### config.mk
export PLATFORM = sky130hd
export DESIGN_NAME = canonical_kmer_extractor
export DESIGN_NICKNAME = d
export VERILOG_FILES = /design/src/kce_pkg.sv /design/src/kce_cell.sv /design/src/canonical_kmer_extractor.sv
export SDC_FILE = /design/constraint.sdc
export NUM_CORES = 1
export LEC_CHECK = 0
export BUFFER_PORTS_ARGS = -buffer_cell sky130_fd_sc_hd__buf_4
export CAP_MARGIN = 5
export CORE_ASPECT_RATIO = 0.75
export CORE_MARGIN = 2
export CORE_UTILIZATION = 25
export CTS_CLUSTER_SIZE = 12
export DETAILED_ROUTE_END_ITERATION = 10
export PLACE_DENSITY = 0.43
export SYNTH_ARGS = -nofsm -noshare
export SYNTH_HDL_FRONTEND = slang
export SYNTH_HIERARCHICAL = 1
export SYNTH_SLANG_ARGS = --single-unit
export TNS_END_PERCENT = 100
### constraint.sdc
create_clock -name clk -period 9.65 [get_ports clk]
set_input_delay 0.965 -clock clk [delete_from_list [all_inputs] [get_ports clk]]
set_output_delay 0.965 -clock clk [all_outputs]
set_load 0.02 [all_outputs]
### src/kce_pkg.sv
// Shared types, constants and helpers for the canonical k-mer extractor.
package kce_pkg;

	localparam int unsigned MAX_K_DEF  = 32;
	localparam int unsigned BASE_W     = 2;
	localparam int unsigned KMER_W     = 64;
	localparam int unsigned KMER_LEN_W = 6;
	localparam logic [KMER_LEN_W-1:0] KMER_LEN_RST = 6'd31;

	typedef logic [BASE_W-1:0] base_t;

	typedef struct packed {
		base_t base_code;
		logic  last_base;
	} base_word_t;

	typedef struct packed {
		logic [KMER_W-1:0] canonical_kmer;
		logic              took_reverse;
		logic              sequence_end;
	} kmer_word_t;

	typedef struct packed {
		logic shift;
		logic clear;
	} cell_ctrl_t;

	function automatic base_t base_comp(input base_t b);
		return ~b;
	endfunction

endpackage

### src/kce_cell.sv
// One window cell: a forward base and a reverse-complement base, shifted or cleared together.
module kce_cell (
	input  logic                  clk,
	input  logic                  arst_n,
	input  kce_pkg::cell_ctrl_t   ctrl,
	input  logic [kce_pkg::BASE_W-1:0] fwd_in,
	input  logic [kce_pkg::BASE_W-1:0] rev_in,
	output logic [kce_pkg::BASE_W-1:0] fwd,
	output logic [kce_pkg::BASE_W-1:0] rev
);
	import kce_pkg::*;

	base_t fwd_q;
	base_t rev_q;

	always_ff @(posedge clk or negedge arst_n) begin
		if (!arst_n) begin
			fwd_q <= '0;
			rev_q <= '0;
		end else if (ctrl.shift) begin
			if (ctrl.clear) begin
				fwd_q <= '0;
				rev_q <= '0;
			end else begin
				fwd_q <= fwd_in;
				rev_q <= rev_in;
			end
		end
	end

	assign fwd = fwd_q;
	assign rev = rev_q;

endmodule

### src/canonical_kmer_extractor.sv
// Top level of the canonical k-mer extractor: cell chain, alignment and compare pipeline.
// Takes one base per cycle while base_ready is high and, once k bases of the current
// sequence have arrived (k is kmer_length, 0 read as 1, capped at MAX_K), gives one
// canonical k-mer word per base. The window is a chain of MAX_K cells that all shift on
// each accepted base; the following stages align the reverse-complement window to k,
// mask both windows and compare them. Every stage has its own valid bit, so bases keep
// flowing into empty stages while a finished word waits at the output. kmer_length is
// sampled per base and may only be written while no word is in flight.
module canonical_kmer_extractor #(
	parameter int unsigned MAX_K = kce_pkg::MAX_K_DEF
) (
	input  logic                               clk,
	input  logic                               arst_n,
	input  logic                               base_valid,
	output logic                               base_ready,
	input  kce_pkg::base_word_t                base_word,
	output logic                               kmer_valid,
	input  logic                               kmer_ready,
	output kce_pkg::kmer_word_t                kmer_word,
	input  logic                               cfg_we,
	input  logic [kce_pkg::KMER_LEN_W-1:0]     cfg_wdata
);
	import kce_pkg::*;

	localparam int unsigned WIN_W = 2 * MAX_K;
	localparam int unsigned CNT_W = $clog2(MAX_K + 1);

	logic [KMER_LEN_W-1:0] len_q;
	logic [CNT_W-1:0]      k_eff;
	logic [CNT_W-1:0]      fill_q;
	logic [CNT_W-1:0]      fill_nx;
	logic                  emit;
	logic                  accept;

	cell_ctrl_t cell_ctrl;
	base_t      fwd_d    [MAX_K];
	base_t      rev_d    [MAX_K];
	base_t      fwd_in_d [MAX_K];
	base_t      rev_in_d [MAX_K];
	logic [WIN_W-1:0] fwd_nx;
	logic [WIN_W-1:0] rev_nx;

	logic             s1_v;
	logic [WIN_W-1:0] fwd_s1;
	logic [WIN_W-1:0] rev_s1;
	logic [CNT_W-1:0] k_s1;
	logic             last_s1;

	logic             s2_v;
	logic [WIN_W-1:0] fwd_s2;
	logic [WIN_W-1:0] rev_s2;
	logic             last_s2;

	logic [CNT_W:0]   rev_shamt;
	logic [WIN_W-1:0] rev_sh;
	logic [WIN_W-1:0] keep_mask;

	logic       out_v_q;
	kmer_word_t out_word_q;
	logic       took;

	logic out_free;
	logic s2_free;
	logic s1_free;

	assign out_free   = !out_v_q || kmer_ready;
	assign s2_free    = !s2_v || out_free;
	assign s1_free    = !s1_v || s2_free;
	assign base_ready = s1_free;
	assign accept     = base_valid && s1_free;

	always_ff @(posedge clk or negedge arst_n) begin
		if (!arst_n) begin
			len_q <= KMER_LEN_RST;
		end else if (cfg_we) begin
			len_q <= cfg_wdata;
		end
	end

	always_comb begin
		if (len_q == '0) begin
			k_eff = CNT_W'(1);
		end else if (len_q > KMER_LEN_W'(MAX_K)) begin
			k_eff = CNT_W'(MAX_K);
		end else begin
			k_eff = CNT_W'(len_q);
		end
	end

	assign fill_nx = (fill_q == CNT_W'(MAX_K)) ? fill_q : fill_q + CNT_W'(1);
	assign emit    = fill_nx >= k_eff;

	always_ff @(posedge clk or negedge arst_n) begin
		if (!arst_n) begin
			fill_q <= '0;
		end else if (accept) begin
			fill_q <= base_word.last_base ? '0 : fill_nx;
		end
	end

	assign cell_ctrl.shift = accept;
	assign cell_ctrl.clear = base_word.last_base;

	for (genvar i = 0; i < MAX_K; i++) begin : g_cell
		if (i == 0) begin : g_head
			assign fwd_in_d[i] = base_word.base_code;
		end else begin : g_fwd
			assign fwd_in_d[i] = fwd_d[i-1];
		end
		if (i == MAX_K - 1) begin : g_tail
			assign rev_in_d[i] = base_comp(base_word.base_code);
		end else begin : g_rev
			assign rev_in_d[i] = rev_d[i+1];
		end

		kce_cell u_cell (
			.clk    (clk),
			.arst_n (arst_n),
			.ctrl   (cell_ctrl),
			.fwd_in (fwd_in_d[i]),
			.rev_in (rev_in_d[i]),
			.fwd    (fwd_d[i]),
			.rev    (rev_d[i])
		);

		assign fwd_nx[2*i +: 2] = fwd_in_d[i];
		assign rev_nx[2*i +: 2] = rev_in_d[i];
		assign keep_mask[2*i +: 2] = {2{CNT_W'(i) < k_s1}};
	end

	// stage 1: capture the shifted windows
	always_ff @(posedge clk or negedge arst_n) begin
		if (!arst_n) begin
			s1_v <= 1'b0;
		end else if (s1_free) begin
			s1_v <= accept && emit;
		end
	end

	always_ff @(posedge clk) begin
		if (accept) begin
			fwd_s1  <= fwd_nx;
			rev_s1  <= rev_nx;
			k_s1    <= k_eff;
			last_s1 <= base_word.last_base;
		end
	end

	// stage 2: align reverse window to k and mask
	assign rev_shamt = (CNT_W + 1)'(MAX_K) - {1'b0, k_s1};
	assign rev_sh    = rev_s1 >> {rev_shamt, 1'b0};

	always_ff @(posedge clk or negedge arst_n) begin
		if (!arst_n) begin
			s2_v <= 1'b0;
		end else if (s2_free) begin
			s2_v <= s1_v;
		end
	end

	always_ff @(posedge clk) begin
		if (s1_v && s2_free) begin
			fwd_s2  <= fwd_s1 & keep_mask;
			rev_s2  <= rev_sh & keep_mask;
			last_s2 <= last_s1;
		end
	end

	// output register: pick the smaller k-mer
	assign took = rev_s2 < fwd_s2;

	always_ff @(posedge clk or negedge arst_n) begin
		if (!arst_n) begin
			out_v_q <= 1'b0;
		end else if (out_free) begin
			out_v_q <= s2_v;
		end
	end

	always_ff @(posedge clk) begin
		if (s2_v && out_free) begin
			out_word_q.canonical_kmer <= KMER_W'(took ? rev_s2 : fwd_s2);
			out_word_q.took_reverse   <= took;
			out_word_q.sequence_end   <= last_s2;
		end
	end

	assign kmer_valid = out_v_q;
	assign kmer_word  = out_word_q;

`ifndef SYNTH
	a_fill_bound: assert property (@(posedge clk) disable iff (!arst_n)
		fill_q <= CNT_W'(MAX_K))
		else $error("fill count above window depth");

	a_last_clears: assert property (@(posedge clk) disable iff (!arst_n)
		accept && base_word.last_base |=> fill_q == '0)
		else $error("fill count not cleared after last base");

	a_emit_follows: assert property (@(posedge clk) disable iff (!arst_n)
		accept |=> s1_v == $past(emit))
		else $error("stage 1 valid does not match emit decision");

	a_s1_hold: assert property (@(posedge clk) disable iff (!arst_n)
		s1_v && !s2_free |=> s1_v && $stable(fwd_s1) && $stable(rev_s1))
		else $error("stage 1 lost data under stall");
`endif

endmodule

### Word-level counts from Yosys, hierarchy flattened

Index checks and enable logic that the tools add are counted.

| operators by class | value |
|---|---|
| mux-type cells | 67 |
| multipliers | 0 |
| shift operators | 1 |
| equality and inequality tests | 1 |
| add/sub/neg operators | 2 |
| bitwise gates (word level) | 3 |
| order comparisons | 35 |
| reduce and logical (&&, ||, !) cells | 11 |
| div/mod/pow operators | 0 |

Operator list:

| operator | count |
|---|---|
| 64-bit bitwise AND | 2 |
| 2-bit two-way mux | 62 |
| 5-bit by 6-bit less-than comparator with 1-bit output, first input constant | 16 |
| 64-bit less-than comparator | 1 |
| 64-bit two-way mux | 1 |
| 64-bit by 8-bit right shift with 64-bit output | 1 |
| 4-bit by 6-bit less-than comparator with 1-bit output, first input constant | 8 |
| 3-bit by 6-bit less-than comparator with 1-bit output, first input constant | 4 |
| 6-bit two-way mux | 4 |
| 1-bit by 6-bit less-than comparator with 1-bit output, first input constant | 2 |
| 2-bit by 6-bit less-than comparator with 1-bit output, first input constant | 2 |
| 6-bit by 6-bit subtractor with 7-bit output, first input constant | 1 |
| 6-bit by 1-bit adder with 6-bit output, second input constant | 1 |
| 6-bit equality test, second input constant | 1 |
| 6-bit greater-or-equal comparator | 1 |
| 6-bit > comparator, second input constant | 1 |
| 6-bit logical NOT | 1 |
| 1-bit logical AND | 4 |
| 1-bit logical NOT | 3 |
| 1-bit logical OR | 3 |
| 2-bit inverter | 1 |

| word-level totals | value |
|---|---|
| memories | 0 |
| flip-flop bits (word level) | 469 |
| word-level logic and storage cells | 197 |
| latch bits | 0 |
| bits in read-only memories | 0 |
| RAM bits | 0 |
| output and inout bits | 68 |
| input port bits | 14 |

### Longest topological paths before layout

| logic depth | value |
|---|---|
| depth after elaboration | 6 |
| gate-level depth with buffers | 15 |
| gate-level depth less buffers | 13 |

### Hierarchy

Netlist, hierarchy kept.

By module, submodules not included:

| module | cells each | area each (sq um) | times used | sequential area each (sq um) |
|---|---|---|---|---|
| canonical_kmer_extractor | 1332 | 17480.5 | 1 | 10291.1 |
| kce_cell | 16 | 165.2 | 32 | 100.1 |

### Worst setup path after synthesis

No wires, ideal clock.

| path | value |
|---|---|
| path type | input port to flip-flop |
| start | in kmer_ready |
| end | reg g_cell[0].u_cell.fwd_q[0] |
| path buffers | 1 |
| data required time | 9.235 ns |
| stages on the path | 6 |
| slack | 1.491 ns |
| data arrival time | 7.744 ns |
| setup time | 0.415 ns |
| cells stage by stage | nor2b_1 > nand3_1 > nand2_1 > clkbuf_1 > inv_1 > o21ai_0 |

| on the way | value |
|---|---|
| cells in the longest elaborated chain, start to end | 4 |

RTL lines:

| element | line | source |
|---|---|---|
| start, declared | canonical_kmer_extractor.sv:18 | `input logic kmer_ready,` |
| 1-bit logical OR | canonical_kmer_extractor.sv:66 | `assign out_free = !out_v_q \|\| kmer_ready;` |
| 1-bit logical OR | canonical_kmer_extractor.sv:67 | `assign s2_free = !s2_v \|\| out_free;` |
| 1-bit logical OR | canonical_kmer_extractor.sv:68 | `assign s1_free = !s1_v \|\| s2_free;` |
| via base_ready | canonical_kmer_extractor.sv:15 | `output logic base_ready,` |
| 1-bit logical AND | canonical_kmer_extractor.sv:70 | `assign accept = base_valid && s1_free;` |
| via accept | canonical_kmer_extractor.sv:33 | `logic accept;` |
| end signal, assigned | kce_cell.sv:25 | `fwd_q <= fwd_in;` |
| end, declared | kce_cell.sv:13 | `base_t fwd_q;` |

The timed path passes the listed nets, and every way through them passes these cells.
A chain may end at the register's enable or synchronous reset.

### Final worst setup path

| path | value |
|---|---|
| start | reg k_s1[0] |
| end | reg rev_s2[14], data pin |

| on the way | value |
|---|---|
| cells in the longest elaborated chain, start to end | 3 |

RTL lines:

| element | line | source |
|---|---|---|
| start, declared | canonical_kmer_extractor.sv:46 | `logic [CNT_W-1:0] k_s1;` |
| start signal, assigned | canonical_kmer_extractor.sv:144 | `k_s1 <= k_eff;` |
| 6-bit by 6-bit subtractor with 7-bit output | canonical_kmer_extractor.sv:150 | `assign rev_shamt = (CNT_W + 1)'(MAX_K) - {1'b0, k_s1};` |
| 64-bit by 8-bit right shift with 64-bit output | canonical_kmer_extractor.sv:151 | `assign rev_sh = rev_s1 >> {rev_shamt, 1'b0};` |
| 64-bit bitwise AND (*) | canonical_kmer_extractor.sv:164 | `rev_s2 <= rev_sh & keep_mask;` |
| end signal, assigned | canonical_kmer_extractor.sv:164 |  |
| end, declared | canonical_kmer_extractor.sv:51 | `logic [WIN_W-1:0] rev_s2;` |

Mark *: on every way between the ends. The rest lies on a longest branch, timed or not.

==> summary.md <==
| Metric | Value |
|---|---|
| Status | completed |
| Syn Std Cell Area | 0.0226 mm² |
| Initial antenna violation count | 1 |
| Max-cap violations | 0 |
| Clock skew | 0.0242 ns |
| First-pass GRT wire length | 95,800 µm |
| Largest net degree at the start of global routing | 232 |
| Max H-tree Level | 2 |
| Worst min-delay path category | in -> async |
| CTS tree | yes |
| Worst skew pair latency | 0.61 ns |
| VDD IR max | 122 µV |
| Detailed-route vias per instance | 4.56 |
| Core box area | 0.0896 mm² |
| Layout cell share with drive strength beyond 1 | 14.8% |
| Hold Worst Slack | 0.245 ns |
| Syn Nets | 1,915 |
| Io pins | 82 |
| Avg Inst Size Synth | 12.4 µm² |
| Antenna Nets Post-Route | 0 |
| Syn. warnings | 6 |
| Area Overhead vs Synth | 16.2% |
| Post-route DRC | 0 |
| DRC marker count from the first detailed-route iteration | 1,151 |
| Normalized max-slew margin | 21.8% |
| GRT Residual Overflow | 0 |
| Hold Vio Cnt, Final | 0 |
| Synthesized instance count | 1,828 |
| Crit Path Category | reg -> reg |
| Worst EP arrival | 5.18 ns |
| Final period util | 50.8% |
| First drt pass iteration count | 5 |
| Worst slew pin tran | 1.17 ns |
| RSZ-0062 raised after global routing | no |
| # setup viols final | 0 |
| Via count | 14,400 |
| Tot GR Track Use | 13.6% |
| TritonCTS Buffers | 51 |
| Initial Util | 25.2% |
| CTS Buffer Depth | 3 |
| Slew Viols, Final | 0 |
| Minimum clock period | 4.91 ns |
| Lkg Pwr | 9.76 nW |
| DR WL/cell | 19.9 µm |
| Dpl cells | 3,070 |
| Area after DPL | 0.0246 mm² |
| Fin cells | 3,165 |
| Worst endpoint required time | 9.92 ns |
| Die area | 0.0928 mm² |
| Design Area, Final | 0.0263 mm² |
| Die Wd | 351 µm |
| Vias in the first global route | 14,700 |
| Pwr Density | 198 mW/mm² |
| Setup Total Neg Slack | 0 ns |
| Top achievable clock speed | 204 MHz |
| CTS sink count | 469 |
| Nets | 1,999 |
| Rows | 95 |
| Worst Reg-to-Reg Cells | 8 |
| Hold-fix buffers, CTS | 0 |
| Root buffer cell | clkbuf_16 |
| Placer Congestion | 0.861 |
| WL final | 62,900 µm |
| # fillers | 9,241 |
| Post_cts resized | 0 |
| Hpwl dp | 44,300 µm |
| Worst-path fanout max | 26 |
| Setup Buffers After CTS | 0 |
| Pwr Total | 5.20 mW |
| Reg clk slew, reported paths | 0.06 ns |
| CP endpoint kind | flip-flop |
| Die Y | 264 µm |
| CP startpoint kind | flip-flop |
| IO buf count | 81 |
sequential cells by signal, summed over array words and instances, names as in the netlist, 6 cells and up:
register	cells
fill_q	6
g_cell.u_cell/rev	62
len_q	6
rev_s1	64
rev_s2	64
g_cell.u_cell/fwd	62
fwd_s1	64
fwd_s2	64
k_s1	6
kmer_word	66
placed cells by master (no fill, tap or decap), types with 7 or more instances in the layout:
| cell | n |
|---|---|
| nand2_1 | 117 |
| nand4_1 | 9 |
| a31oi_1 | 13 |
| clkbuf_1 | 19 |
| nor2b_1 | 48 |
| mux2_2 | 33 |
| a221oi_1 | 7 |
| a32oi_1 | 8 |
| nand3_1 | 17 |
| ha_1 | 72 |
| a21oi_1 | 78 |
| a211oi_1 | 8 |
| edfxtp_1 | 330 |
| clkbuf_16 | 52 |
| dfrtp_1 | 134 |
| mux4_2 | 45 |
| a21o_1 | 14 |
| o22ai_1 | 11 |
| nor2_1 | 72 |
| inv_1 | 203 |
| mux2i_1 | 26 |
| o21ai_0 | 163 |
| a22oi_1 | 11 |
| buf_4 | 102 |
| nor3_1 | 45 |
| or2_2 | 7 |
| a2111oi_0 | 9 |
| and2_1 | 19 |
| nand3b_1 | 124 |
| mux2_1 | 49 |
worst paths after layout:
path	from	end	slack, ns
worst min-delay path	arst_n	g_cell[24].u_cell/fwd[1]	0.24
max in group asynchronous	arst_n	fill_q[3]	8.25
min in group clk	last_s1	last_s2	0.42
worst min register to register	last_s1	last_s2	0.42
worst max register to register	k_s1[0]	rev_s2[14]	4.74
worst max-delay path	k_s1[0]	rev_s2[14]	4.74
critical path, cell delays in order (launching register included):
cell	delay, ns
edfxtp_1	0.36
buf_4	0.26
inv_2	0.42
ha_2	0.41
or3b_1	0.64
o21a_1	0.68
nor3_4	0.54
a32oi_1	0.36
a2111oi_0	0.88
power breakdown:
group / leakage, nW / internal (mW) / total [mW] / switching (mW)
logic: 3.82 / 0.293 / 0.880 / 0.587
registers: 5.14 / 2.31 / 2.37 / 0.0598
clock network: 0.799 / 1.12 / 1.95 / 0.827
final cells by class:
class / count / area [µm²] / share of cell area [%]
diodes: 1 / 2.50 / 0.00953
clock inverters: 16 / 186 / 0.710
repair buffers: 105 / 802 / 3.05
well taps: 1212 / 1520 / 5.77
flip-flops and latches: 469 / 13400 / 51.0
clock buffers: 77 / 1460 / 5.54
multi-input cells: 1080 / 8130 / 31.0
inverters: 205 / 777 / 2.96
routing by layer:
layer | vias to the layer above | global-route usage (%) | wire (µm)
met2 | 307 | 19.8 | 26700
met3 | 67 | 2.92 | 3510
li1 | 6849 | - | -
met5 | - | 0 | 0
met4 | 0 | 2.52 | 889
met1 | 7204 | 20.7 | 31800
per-stage QoR:
step | util (%) | setup slack (ns)
2_1_floorplan | - | 1.60
3_3_place_gp | 27.5 | 4.72
3_5_place_dp | 27.5 | 4.65
4_1_cts | 29.3 | 4.71
5_1_grt | 29.3 | 4.54
6_report | 29.3 | 4.74
Power figures use the tool's default switching activity.
